==> src/rtl/core/smh_pkg.sv <==
// Shared types, constants and helper functions for the substring match highlighter.
// Used by smh_cell and substring_match_highlighter_core; depends on nothing else.
package smh_pkg;

    // Width of one Unicode codepoint.
    localparam int CP_W = 21;

    // ASCII letter range and the case offset.
    localparam logic [CP_W-1:0] ASCII_UPPER_A = 21'h41;
    localparam logic [CP_W-1:0] ASCII_UPPER_Z = 21'h5A;
    localparam logic [CP_W-1:0] ASCII_CASE_OFFSET = 21'h20;

    // Input command codes.
    typedef enum logic [1:0] {
        CMD_CLEAR  = 2'd0,
        CMD_APPEND = 2'd1,
        CMD_TEXT   = 2'd2,
        CMD_EOL    = 2'd3
    } cmd_t;

    // Control broadcast from the sequencer to every cell of the chain.
    typedef struct packed {
        logic pat_append;  // write the pattern entry at index pattern length
        logic store;       // park a text character at the window tail
        logic emit;        // shift the window by one and take the new character
        logic pop;         // shift the window by one during an end-of-line flush
        logic match;       // full pattern occurrence found in this cycle
        logic nocase;      // compare with ASCII A-Z folded to lower case
    } cell_ctrl_t;

    function automatic logic is_upper(input logic [CP_W-1:0] c);
        return (c >= ASCII_UPPER_A) && (c <= ASCII_UPPER_Z);
    endfunction

    function automatic logic [CP_W-1:0] fold_cp(input logic [CP_W-1:0] c, input logic en);
        return (en && is_upper(c)) ? c + ASCII_CASE_OFFSET : c;
    endfunction

endpackage

==> src/rtl/core/smh_cell.sv <==
// One cell of the match chain: one pattern codepoint and one window slot.
// Depends on smh_pkg for the control struct and the case folding function.
module smh_cell #(
    parameter int CNT_W = 6,
    parameter int IDX   = 0
) (
    input  logic                         clk,
    input  smh_pkg::cell_ctrl_t          ctrl,
    input  logic [CNT_W-1:0]             plen,
    input  logic [CNT_W-1:0]             count,
    input  logic [smh_pkg::CP_W-1:0]     cp,
    input  logic [smh_pkg::CP_W-1:0]     nbr_char,
    input  logic                         nbr_mark,
    output logic [smh_pkg::CP_W-1:0]     char_q,
    output logic                         mark_q,
    output logic                         eq
);

    logic [smh_pkg::CP_W-1:0] pat_reg;
    logic [smh_pkg::CP_W-1:0] char_reg;
    logic                     mark_reg;
    logic [smh_pkg::CP_W-1:0] char_next;
    logic                     mark_next;
    logic [smh_pkg::CP_W-1:0] cmp_char;
    logic                     is_tail;
    logic                     next_is_tail;
    logic                     in_pattern;

    // Position of this cell relative to the window tail and the pattern end.
    assign is_tail      = (count == CNT_W'(IDX));
    assign next_is_tail = (count == CNT_W'(IDX + 1));
    assign in_pattern   = (CNT_W'(IDX) < plen);

    // The tail slot sees the incoming character before it is stored.
    assign cmp_char = is_tail ? cp : char_reg;
    assign eq = !in_pattern ||
                (smh_pkg::fold_cp(pat_reg, ctrl.nocase) ==
                 smh_pkg::fold_cp(cmp_char, ctrl.nocase));

    // Window slot update: park at the tail, or take over the neighbor's slot.
    always_comb
    begin
        char_next = char_reg;
        mark_next = mark_reg;
        if (ctrl.store && is_tail)
        begin
            char_next = cp;
            mark_next = 1'b0;
        end
        else if (ctrl.emit)
        begin
            if (next_is_tail)
            begin
                char_next = cp;
                mark_next = ctrl.match;
            end
            else
            begin
                char_next = nbr_char;
                mark_next = nbr_mark | ctrl.match;
            end
        end
        else if (ctrl.pop)
        begin
            char_next = nbr_char;
            mark_next = nbr_mark;
        end
    end

    // Storage holds payload only, so it needs no reset.
    always_ff @(posedge clk)
    begin
        if (ctrl.pat_append && (plen == CNT_W'(IDX)))
        begin
            pat_reg <= cp;
        end
        char_reg <= char_next;
        mark_reg <= mark_next;
    end

    assign char_q = char_reg;
    assign mark_q = mark_reg;

endmodule

==> src/rtl/core/substring_match_highlighter_core.sv <==
// A text character leaves (pattern length - 1) text transfers after it arrives, registered
// in the cycle after the transfer that releases it; with an empty pattern it is registered in
// the cycle after its own transfer. Throughput: one item per cycle; end of line flushes the
// held characters at one per cycle, input stalled meanwhile, both while the output is not
// stalled. Reset clears the pattern length, the window count and the flush flag and sets smart
// case to 1; pattern and window storage are not cleared, as only written slots are ever read.
module substring_match_highlighter_core #(
    parameter int PATTERN_MAX = 32
) (
    input  logic                         clk,
    input  logic                         rst_n,
    input  logic                         cfg_we,
    input  logic                         cfg_wdata,
    input  logic                         in_valid,
    output logic                         in_stall,
    input  logic [1:0]                   cmd,
    input  logic [smh_pkg::CP_W-1:0]     codepoint,
    output logic                         out_valid,
    input  logic                         out_stall,
    output logic [smh_pkg::CP_W-1:0]     text_char,
    output logic                         highlighted,
    output logic                         line_last
);

    localparam int CNT_W = $clog2(PATTERN_MAX + 1);

    logic                      fold_en_reg;
    logic [CNT_W-1:0]          plen_reg;
    logic [CNT_W-1:0]          plen_next;
    logic                      has_upper_reg;
    logic                      has_upper_next;
    logic [CNT_W-1:0]          count_reg;
    logic [CNT_W-1:0]          count_next;
    logic                      flush_reg;
    logic                      flush_next;
    logic                      out_valid_reg;
    logic                      out_valid_next;
    logic [smh_pkg::CP_W-1:0]  out_char_reg;
    logic [smh_pkg::CP_W-1:0]  out_char_next;
    logic                      out_mark_reg;
    logic                      out_mark_next;
    logic                      out_last_reg;
    logic                      out_last_next;

    logic                      out_free;
    logic                      in_accept;
    logic                      do_pop;
    logic                      match;
    smh_pkg::cmd_t             cmd_code;
    smh_pkg::cell_ctrl_t       ctrl;

    logic [smh_pkg::CP_W-1:0]  win_char [PATTERN_MAX];
    logic                      win_mark [PATTERN_MAX];
    logic [PATTERN_MAX-1:0]    cell_eq;

    // Handshake: the output slot is free when empty or drained this cycle.
    assign out_free  = !out_valid_reg || !out_stall;
    assign in_stall  = flush_reg || !out_free;
    assign in_accept = in_valid && !in_stall;
    assign cmd_code  = smh_pkg::cmd_t'(cmd);

    // A full occurrence needs every cell inside the pattern to agree.
    assign match = &cell_eq;

    // Sequencer: decode the transfer and decide what the chain does.
    always_comb
    begin
        ctrl           = '0;
        ctrl.match     = match;
        ctrl.nocase    = fold_en_reg && !has_upper_reg;
        plen_next      = plen_reg;
        has_upper_next = has_upper_reg;
        count_next     = count_reg;
        flush_next     = flush_reg;
        out_valid_next = out_valid_reg && out_stall;
        out_char_next  = out_char_reg;
        out_mark_next  = out_mark_reg;
        out_last_next  = out_last_reg;
        do_pop         = 1'b0;

        if (in_accept)
        begin
            unique case (cmd_code)
                smh_pkg::CMD_CLEAR:
                begin
                    if (count_reg == '0)
                    begin
                        plen_next      = '0;
                        has_upper_next = 1'b0;
                    end
                end
                smh_pkg::CMD_APPEND:
                begin
                    if ((count_reg == '0) && (plen_reg < CNT_W'(PATTERN_MAX)))
                    begin
                        ctrl.pat_append = 1'b1;
                        plen_next       = plen_reg + 1'b1;
                        has_upper_next  = has_upper_reg | smh_pkg::is_upper(codepoint);
                    end
                end
                smh_pkg::CMD_TEXT:
                begin
                    if (plen_reg == '0)
                    begin
                        out_valid_next = 1'b1;
                        out_char_next  = codepoint;
                        out_mark_next  = 1'b0;
                        out_last_next  = 1'b0;
                    end
                    else if (count_reg == plen_reg - 1'b1)
                    begin
                        // Window is full: check, release the oldest, shift.
                        ctrl.emit      = 1'b1;
                        out_valid_next = 1'b1;
                        out_last_next  = 1'b0;
                        if (count_reg == '0)
                        begin
                            out_char_next = codepoint;
                            out_mark_next = match;
                        end
                        else
                        begin
                            out_char_next = win_char[0];
                            out_mark_next = win_mark[0] | match;
                        end
                    end
                    else
                    begin
                        ctrl.store = 1'b1;
                        count_next = count_reg + 1'b1;
                    end
                end
                smh_pkg::CMD_EOL:
                begin
                    do_pop = (count_reg != '0);
                end
                default:
                begin
                end
            endcase
        end
        else if (flush_reg && out_free)
        begin
            do_pop = 1'b1;
        end

        // Flush step: release the oldest held character.
        if (do_pop)
        begin
            ctrl.pop       = 1'b1;
            out_valid_next = 1'b1;
            out_char_next  = win_char[0];
            out_mark_next  = win_mark[0];
            out_last_next  = (count_reg == CNT_W'(1));
            count_next     = count_reg - 1'b1;
            flush_next     = (count_reg > CNT_W'(1));
        end
    end

    // Control state and registered outputs.
    always_ff @(posedge clk or negedge rst_n)
    begin
        if (!rst_n)
        begin
            fold_en_reg    <= 1'b1;
            plen_reg       <= '0;
            has_upper_reg  <= 1'b0;
            count_reg      <= '0;
            flush_reg      <= 1'b0;
            out_valid_reg  <= 1'b0;
        end
        else
        begin
            if (cfg_we)
            begin
                fold_en_reg <= cfg_wdata;
            end
            plen_reg      <= plen_next;
            has_upper_reg <= has_upper_next;
            count_reg     <= count_next;
            flush_reg     <= flush_next;
            out_valid_reg <= out_valid_next;
        end
    end

    // Output payload.
    always_ff @(posedge clk)
    begin
        out_char_reg <= out_char_next;
        out_mark_reg <= out_mark_next;
        out_last_reg <= out_last_next;
    end

    // The chain of cells; each takes its right neighbor's slot on a shift.
    for (genvar k = 0; k < PATTERN_MAX; k++)
    begin : g_cell
        logic [smh_pkg::CP_W-1:0] nbr_char;
        logic                     nbr_mark;

        if (k + 1 < PATTERN_MAX)
        begin : g_nbr
            assign nbr_char = win_char[k + 1];
            assign nbr_mark = win_mark[k + 1];
        end
        else
        begin : g_end
            assign nbr_char = '0;
            assign nbr_mark = 1'b0;
        end

        smh_cell #(
            .CNT_W (CNT_W),
            .IDX   (k)
        ) u_cell (
            .clk      (clk),
            .ctrl     (ctrl),
            .plen     (plen_reg),
            .count    (count_reg),
            .cp       (codepoint),
            .nbr_char (nbr_char),
            .nbr_mark (nbr_mark),
            .char_q   (win_char[k]),
            .mark_q   (win_mark[k]),
            .eq       (cell_eq[k])
        );
    end

    assign out_valid   = out_valid_reg;
    assign text_char   = out_char_reg;
    assign highlighted = out_mark_reg;
    assign line_last   = out_last_reg;

`ifndef SYNTHESIS
    // The window always holds fewer characters than the pattern length.
    a_count_below_plen: assert property (@(posedge clk) disable iff (!rst_n)
        (count_reg != '0) |-> (count_reg < plen_reg))
        else $error("window count not below pattern length");

    // A flush only runs while characters remain in the window.
    a_flush_nonempty: assert property (@(posedge clk) disable iff (!rst_n)
        flush_reg |-> (count_reg != '0))
        else $error("flush with empty window");

    // Once the last character of a line is out, the flush is over.
    a_last_ends_flush: assert property (@(posedge clk) disable iff (!rst_n)
        (out_valid_reg && out_last_reg) |-> !flush_reg)
        else $error("flush still running after line end");

    // An accepted append into an idle, non-full pattern grows it by one.
    a_append_grows: assert property (@(posedge clk) disable iff (!rst_n)
        (in_accept && (cmd_code == smh_pkg::CMD_APPEND) && (count_reg == '0) &&
         (plen_reg < CNT_W'(PATTERN_MAX)))
        |=> (plen_reg == $past(plen_reg) + 1'b1))
        else $error("pattern append lost");
`endif

endmodule
==> config.mk <==
export PLATFORM = sky130hd
export DESIGN_NAME = substring_match_highlighter_core
export DESIGN_NICKNAME = d
export VERILOG_FILES = /design/src/rtl/core/smh_pkg.sv /design/src/rtl/core/smh_cell.sv /design/src/rtl/core/substring_match_highlighter_core.sv
export SDC_FILE = /design/constraint.sdc
export NUM_CORES = 2
export LEC_CHECK = 0
export ABC_AREA = 0
export BUFFER_PORTS_ARGS = -buffer_cell sky130_fd_sc_hd__clkbuf_2
export CAP_MARGIN = 20
export CORE_MARGIN = 1
export CORE_UTILIZATION = 45
export DETAILED_ROUTE_END_ITERATION = 12
export PLACE_DENSITY = 0.59
export SKIP_LAST_GASP = 1
export SLEW_MARGIN = 20
export SYNTH_ARGS = -nofsm -noshare
export SYNTH_HDL_FRONTEND = slang
export SYNTH_SLANG_ARGS = --single-unit
==> constraint.sdc <==
create_clock -name clk -period 6.32 [get_ports clk]
set_input_delay 1.264 -clock clk [delete_from_list [all_inputs] [get_ports clk]]
set_output_delay 1.264 -clock clk [all_outputs]
set_load 0.01 [all_outputs]
* Yosys cells after proc, flatten, opt, wreduce, memory -nomap -nowiden *
Cells that the tools add are included.

word-level totals
  output and inout bits = 25
  register bits = 1415

cells by class
  equality and inequality tests = 103
  muxes and demuxes = 331
  bitwise gates (word level) = 33
  $add $sub $neg = 68
  reductions and logical operators = 314
  $lt $le $gt $ge = 164

operators by type and width
  operator                                                                              count
  21-bit 2-to-1 mux                                                                     198
  21-bit by 7-bit greater-or-equal comparator with 1-bit output, second input constant  65
  21-bit by 7-bit less-or-equal comparator with 1-bit output, second input constant     65
  21-bit by 6-bit adder with 21-bit output, second input constant                       64
  21-bit equality test                                                                  32
  1-bit logical AND                                                                     198
  6-bit by 5-bit equality test with 1-bit output, second input constant                 32
  1-bit 2-to-1 mux                                                                      121
  3-bit nonzero test                                                                    33
  6-bit by 4-bit equality test with 1-bit output, second input constant                 16
  5-bit by 6-bit less-than comparator with 1-bit output, first input constant           16
  6-bit by 3-bit equality test with 1-bit output, second input constant                 8
  4-bit by 6-bit less-than comparator with 1-bit output, first input constant           8
  6-bit 2-to-1 mux                                                                      7
  1-bit zero test                                                                       37
  1-bit logical OR                                                                      34
  1-bit bitwise OR                                                                      33
  32-bit AND reduction                                                                  1
  6-bit by 2-bit equality test with 1-bit output, second input constant                 4
  3-bit by 6-bit less-than comparator with 1-bit output, first input constant           4
  6-bit by 1-bit adder with 6-bit output, second input constant                         2
  6-bit by 1-bit equality test with 1-bit output, second input constant                 2
  6-bit zero test                                                                       2
  1-bit by 6-bit less-than comparator with 1-bit output, first input constant           2
  19 further kinds                                                                      29

* Depth between registers and ports, before layout *
  depth in word-level cells = 16
  depth in mapped cells = 23
  mapped depth without buffers = 19

* Hierarchy *
From an unflattened synthesis, not the netlist that was laid out.

unflattened totals
  cell total of the unflattened synthesis = 7915
  area, all modules = 89921.2 um^2

modules (own cells, without submodules)
  module                        instances  area each (um^2)  cells an instance
  smh_cell (g_cell[11].u_cell)  1          2876.5            267
  smh_cell (g_cell[19].u_cell)  1          2846.5            259
  smh_cell (g_cell[27].u_cell)  1          2831.5            254
  smh_cell (g_cell[31].u_cell)  1          2821.5            272
  smh_cell (g_cell[23].u_cell)  1          2798.9            302
  smh_cell (g_cell[22].u_cell)  1          2791.4            245
  smh_cell (g_cell[29].u_cell)  1          2788.9            243
  smh_cell (g_cell[30].u_cell)  1          2776.4            229
  smh_cell (g_cell[15].u_cell)  1          2771.4            242
  smh_cell (g_cell[17].u_cell)  1          2763.9            246
  smh_cell (g_cell[26].u_cell)  1          2758.9            234
  smh_cell (g_cell[28].u_cell)  1          2753.9            248
  smh_cell (g_cell[14].u_cell)  1          2747.6            250
  smh_cell (g_cell[21].u_cell)  1          2733.9            245
  +19 rows                      n/a        n/a               n/a

* Least setup slack after synthesis *
OpenSTA, ideal clock, no wires.

  kind = input to register
  start = input port codepoint[5] in the netlist's numbering
  end = register g_cell[16].u_cell.mark_reg
  setup slack = 1445 ps
  arrival = 4795 ps
  setup time = 80 ps
  buffers on the path = 3
  cell stages on the path = 17
  cell sequence = clkbuf_1 clkbuf_1 mux2i_1 inv_1 ha_1 or4_1 a22oi_1 o32ai_1 a221oi_1 mux2i_1 xnor2_1 nor4b_1 o22a_1 and4b_1 nand4_2 buf_6 a22oi_1

on the way
  word-level cells in the longest chain between the ends = 11
  elaborated cells between the ends (all ways) = 292
  classes of those cells = 32 x add/sub; 64 x order compare; 32 x eq/ne; 66 x mux; 1 x bitwise; 97 x reduce/logical

ends and longest elaborated chain
  item                                                                                                                                                RTL line                                RTL
  start: declaration                                                                                                                                  substring_match_highlighter_core.sv:17  input logic [smh_pkg::CP_W-1:0] codepoint,
  21-bit 2-to-1 mux                                                                                                                                   smh_cell.sv:35                          assign cmp_char = is_tail ? cp : char_reg;
  21-bit by 7-bit greater-or-equal comparator with 1-bit output / 21-bit by 7-bit less-or-equal comparator with 1-bit output (equally long branches)  smh_pkg.sv:32                           return (c >= ASCII_UPPER_A) && (c <= ASCII_UPPER_Z);
  1-bit logical AND                                                                                                                                   smh_pkg.sv:32
  1-bit logical AND                                                                                                                                   smh_pkg.sv:36                           return (en && is_upper(c)) ? c + ASCII_CASE_OFFSET : c;
  21-bit 2-to-1 mux                                                                                                                                   smh_pkg.sv:36
  21-bit equality test                                                                                                                                smh_cell.sv:37                          (smh_pkg::fold_cp(pat_reg, ctrl.nocase) ==
  1-bit logical OR                                                                                                                                    smh_cell.sv:36                          assign eq = !in_pattern ||
  32-bit AND reduction (*)                                                                                                                            substring_match_highlighter_core.sv:63  assign match = &cell_eq;
  1-bit bitwise OR                                                                                                                                    smh_cell.sv:60                          mark_next = nbr_mark | ctrl.match;
  1-bit 2-to-1 mux (*)                                                                                                                                smh_cell.sv:52                          if (next_is_tail)
  1-bit 2-to-1 mux (*)                                                                                                                                smh_cell.sv:50                          else if (ctrl.emit)
  end signal: assignment                                                                                                                              smh_cell.sv:78                          mark_reg <= mark_next;
  end: declaration                                                                                                                                    smh_cell.sv:21                          logic mark_reg;

Mark *: on every way between the ends. The rest lies on a longest branch, timed or not.
A chain may end at the register's enable or synchronous reset.

* Worst setup path in the final report *
  start = register count_reg[2]
  end = register g_cell[10].u_cell.mark_reg

on the way
  word-level cells in the longest chain between the ends = 12
  elaborated cells between the ends (all ways) = 336
  classes of those cells = 32 x add/sub; 64 x order compare; 64 x eq/ne; 74 x mux; 1 x bitwise; 101 x reduce/logical

ends and longest elaborated chain
  item                                                                                                                                                RTL line                                 RTL
  start: declaration                                                                                                                                  substring_match_highlighter_core.sv:32   logic [CNT_W-1:0] count_reg;
  start signal: assignment                                                                                                                            substring_match_highlighter_core.sv:180  count_reg <= count_next;
  6-bit by 1-bit equality test with 1-bit output (tied with other cells)                                                                              smh_cell.sv:30                           assign is_tail = (count == CNT_W'(IDX));
  21-bit 2-to-1 mux                                                                                                                                   smh_cell.sv:35
  21-bit by 7-bit greater-or-equal comparator with 1-bit output / 21-bit by 7-bit less-or-equal comparator with 1-bit output (equally long branches)  smh_pkg.sv:32
  1-bit logical AND                                                                                                                                   smh_pkg.sv:32
  1-bit logical AND                                                                                                                                   smh_pkg.sv:36
  21-bit 2-to-1 mux                                                                                                                                   smh_pkg.sv:36
  21-bit equality test                                                                                                                                smh_cell.sv:37
  1-bit logical OR                                                                                                                                    smh_cell.sv:36
  32-bit AND reduction                                                                                                                                substring_match_highlighter_core.sv:63
  1-bit bitwise OR                                                                                                                                    smh_cell.sv:60
  1-bit 2-to-1 mux                                                                                                                                    smh_cell.sv:52
  1-bit 2-to-1 mux                                                                                                                                    smh_cell.sv:50
  end signal: assignment                                                                                                                              smh_cell.sv:78
  end: declaration                                                                                                                                    smh_cell.sv:21

Several ways; a longest one is shown, not always the timed one.

==> impl_metrics.json <==
{
  "status": "complete, no violations",
  "yosysUniqueCellTypes": 107,
  "rsz0062_at_grt": "no",
  "rows": 157,
  "startpoint_type": "flip-flop",
  "synthMuxAreaShare": 0.0964,
  "drv_slew": 0,
  "drt-pass1-iter-count": 8,
  "critPathMaxFanout": 20,
  "grt-ovfl-total": 0,
  "crit_required_ns": 7.06,
  "yosysSeqAreaShare": 0.508,
  "period_share": 0.945,
  "leakage_nw": 31.6,
  "port_buffers": 53,
  "synth_xor_area_frac": 0.0711,
  "hold_path.class": "in2async",
  "crit_arrival_ns": 6.71,
  "pwr-share-seq": 0.430,
  "postCtsSetupRepairBufs": 0,
  "pwr-share-clk": 0.250,
  "power_frac_comb": 0.320,
  "ant_nets": 0,
  "finalNonFillerCells": 10357,
  "drc": 0,
  "setup.worst_path.end_class": "flip-flop",
  "nNetsFinal": 7916,
  "setup_viol": 0,
  "syn_inst": 7573,
  "grt_start_max_net_pins": 58,
  "grt_pass1_wl_mm": 519,
  "async_reset_ff_frac": 0.0113,
  "max_freq_mhz": 167,
  "htree_levels": 4,
  "die_y_um": 431,
  "multiInputGateArea_um2": 38500,
  "p_int_w": 0.0231,
  "power.total_w": 0.0375,
  "design_area_um2": 93900,
  "tightestPinTransition_ns": 1.24,
  "power.density_nw_per_um2": 400,
  "place_congestion": 1.03,
  "netlist_area_um2": 82900,
  "finalCriticalPeriod_ns": 5.97,
  "wl_per_cell_um": 36.4,
  "synth_edf_count": 1367,
  "cts_buffer_depth": 3,
  "maxCapViolCount": 0,
  "dp_cells": 10046,
  "layout-drive-gt1-share": 0.192,
  "slowest_delay_ns": 0.76,
  "synth_compound_area_frac": 0.125,
  "path_cells": "or3b_4 -> nor2_2 -> a21oi_1 -> ha_1 -> a2111o_1 -> a21oi_1 -> o2111ai_1 -> a32oi_1 -> mux2i_1 -> xnor2_1 -> a31oi_1 -> buf_4 -> nor4b_1 -> and4b_1 -> nand4_2 -> buf_4 -> a22oi_1",
  "hold_viol_final": 0,
  "whs_ns": 0.407,
  "hpwl_mm": 270,
  "relSlewSlack": 0.173,
  "synth_top_flop_cell": "edfxtp_1",
  "synth.net_count": 7740,
  "avgSynthCellArea_um2": 10.9,
  "swShare": 0.385,
  "grt_usage": 0.396,
  "critical_path_class": "reg2reg",
  "yosys_warnings": 0,
  "fin_skew_ns": 0.0293,
  "cts_sinks": 1415,
  "cts_tree": "built",
  "drt_iter0_drc": 10923,
  "postCtsHoldBufs": 0,
  "synthAdderAreaFrac": 0.0208,
  "slowest_stage": "or3b_4",
  "die_area_um2": 186000,
  "cts_buffers": 163,
  "yosys.area_share.simple": 0.143,
  "fp.dieW_um": 431,
  "grt_pass1_vias": 65517,
  "placed_area_um2": 88500,
  "n_fill_cell": 16158,
  "coreArea_um2": 183000,
  "cts.clk_slew.worst_paths_ns": 0.07,
  "route.vias.total": 70229,
  "ys_ff_latch": 1415,
  "start_util": 0.453,
  "root_buffer": "clkbuf_16",
  "io_pins": 54,
  "wirelength_mm": 377,
  "clock_latency_ns": 0.84,
  "synth_top_family_by_area": "simple AND/OR/NAND/NOR gates",
  "seqCellArea_um2": 42100,
  "area_delta_synth_final_pct": 13.4,
  "viasPerCell": 6.78,
  "antenna_found_initial": 37,
  "ir_drop_mv": 0.244,
  "p_sw_w": 0.0144
}
[timing repair]
| item | CTS | global route |
|---|---|---|
| hold endpoints to repair | 0 | 0 |
| gates resized for setup | 0 | 3 |
| setup endpoints to repair | 0 | 32 |
[critical path, delay by kind of cell, from the launching register on]
family / cells / cell delay (ns)
buffers and inverters: 2 / 0.53
and+or+nand+nor: 5 / 2.18
AOI/OAI and AO/OA: 7 / 1.74
DFF: 1 / 0.68
adders and majority gates: 1 / 0.31
muxes: 1 / 0.27
xor gates and xnor gates: 1 / 0.14
[worst paths after layout]
| check | end | depth (start not counted) | startpoint | slack, ns |
|---|---|---|---|---|
| setup / recovery | g_cell[10].u_cell.mark_q$_SDFFE_PP0P_ | 17 | count_reg[2]$_DFFE_PN0P_ | 0.35 |
| hold / removal | count_reg[4]$_DFFE_PN0P_ | 1 | rst_n | 0.41 |
| setup reg to reg | g_cell[10].u_cell.mark_q$_SDFFE_PP0P_ | 17 | count_reg[2]$_DFFE_PN0P_ | 0.35 |
| hold reg to reg | g_cell[31].u_cell.mark_q$_SDFFE_PP0P_ | 2 | g_cell[31].u_cell.mark_q$_SDFFE_PP0P_ | 0.49 |
| max in group asynchronous | has_upper_reg$_DFFE_PN0P_ | 1 | rst_n | 5.50 |
| min in group clk | g_cell[31].u_cell.mark_q$_SDFFE_PP0P_ | 2 | g_cell[31].u_cell.mark_q$_SDFFE_PP0P_ | 0.49 |
[area by class of cell]
| cell class | instances | share of cell area |
|---|---|---|
| diodes | 16 | 0.000426 |
| repair buffers | 488 | 0.0428 |
| inverters | 280 | 0.0112 |
| clock inverters | 93 | 0.00935 |
| multi-input cells | 5401 | 0.410 |
| flip-flops and latches | 1415 | 0.448 |
| well taps | 2464 | 0.0328 |
| clock buffers | 200 | 0.0455 |
[synthesized netlist by cell type, types with 44 or more instances]
cell,number,area share
o22ai_1,109,0.0082
buf_1,53,0.0024
nand3_1,172,0.010
nor3_1,262,0.016
nor2_1,421,0.019
or4_1,60,0.0054
a22oi_1,76,0.0069
clkbuf_1,373,0.017
xor2_1,261,0.028
buf_2,44,0.0027
o2111ai_1,56,0.0059
ha_1,138,0.021
xnor2_1,386,0.041
mux2i_1,112,0.014
nand2_1,536,0.024
o21ai_0,415,0.025
nor2b_1,46,0.0035
edfxtp_1,1367,0.50
mux2_2,609,0.083
a31oi_1,80,0.0060
inv_1,272,0.012
o211ai_1,47,0.0043
and2_1,47,0.0035
nor4_1,294,0.022
a21oi_1,433,0.026
nand4_1,132,0.010
[metrics by stage]
stage / TNS, ns / utilization / setup WS (ns)
final: 0 / 0.514 / 0.348
after global routing: 0 / 0.513 / 0.0353
after CTS: 0 / 0.512 / 0.185
after detailed placement: -7.40 / 0.484 / -0.271
after global placement: -8.42 / 0.484 / -0.284
after floorplan: 0 / - / 1.45
[cells by family (layout without fill, tap and decap cells)]
| logic type | Yosys count | after routing |
|---|---|---|
| compound gates | 1617 | 1617 |
| flops | 1415 | 1415 |
| simple gates | 2267 | 2267 |
| buf+inv | 757 | 1061 |
| other cells | 0 | 16 |
| xor+xnor | 657 | 657 |
| fa+ha+maj | 138 | 138 |
| mux | 722 | 722 |
[routing by layer]
metal,up-vias,part of all wire,track usage
met3,1038,0.11,0.0854
met5,-,0.00040,0
met1,34985,0.39,0.527
met4,22,0.067,0.235
met2,4892,0.43,0.593
li1,29292,-,-
[power by group through the flow]
stage          registers, W  clock network, W  logic (W)
6_report             0.0161           0.00940     0.0120
5_1_grt              0.0162           0.00978     0.0127
4_1_cts              0.0160           0.00945     0.0116
3_5_place_dp         0.0162                 0     0.0116
3_3_place_gp         0.0162                 0     0.0115
2_1_floorplan        0.0146                 0    0.00782
[placed cells by master (no fill, tap or decap), drive strengths merged, types with 80 or more instances in the layout]
master	instances
o22ai	109
inv	287
edfxtp	1367
mux2	610
xnor2	386
buf	456
nor2	422
nor3	264
nand3	172
nor4	297
a22oi	80
o21ai	419
nand2	536
a21oi	433
nand4	133
ha	138
a31oi	80
xor2	261
clkbuf	232
mux2i	112
No activity file was read; power rests on OpenSTA's default activity.
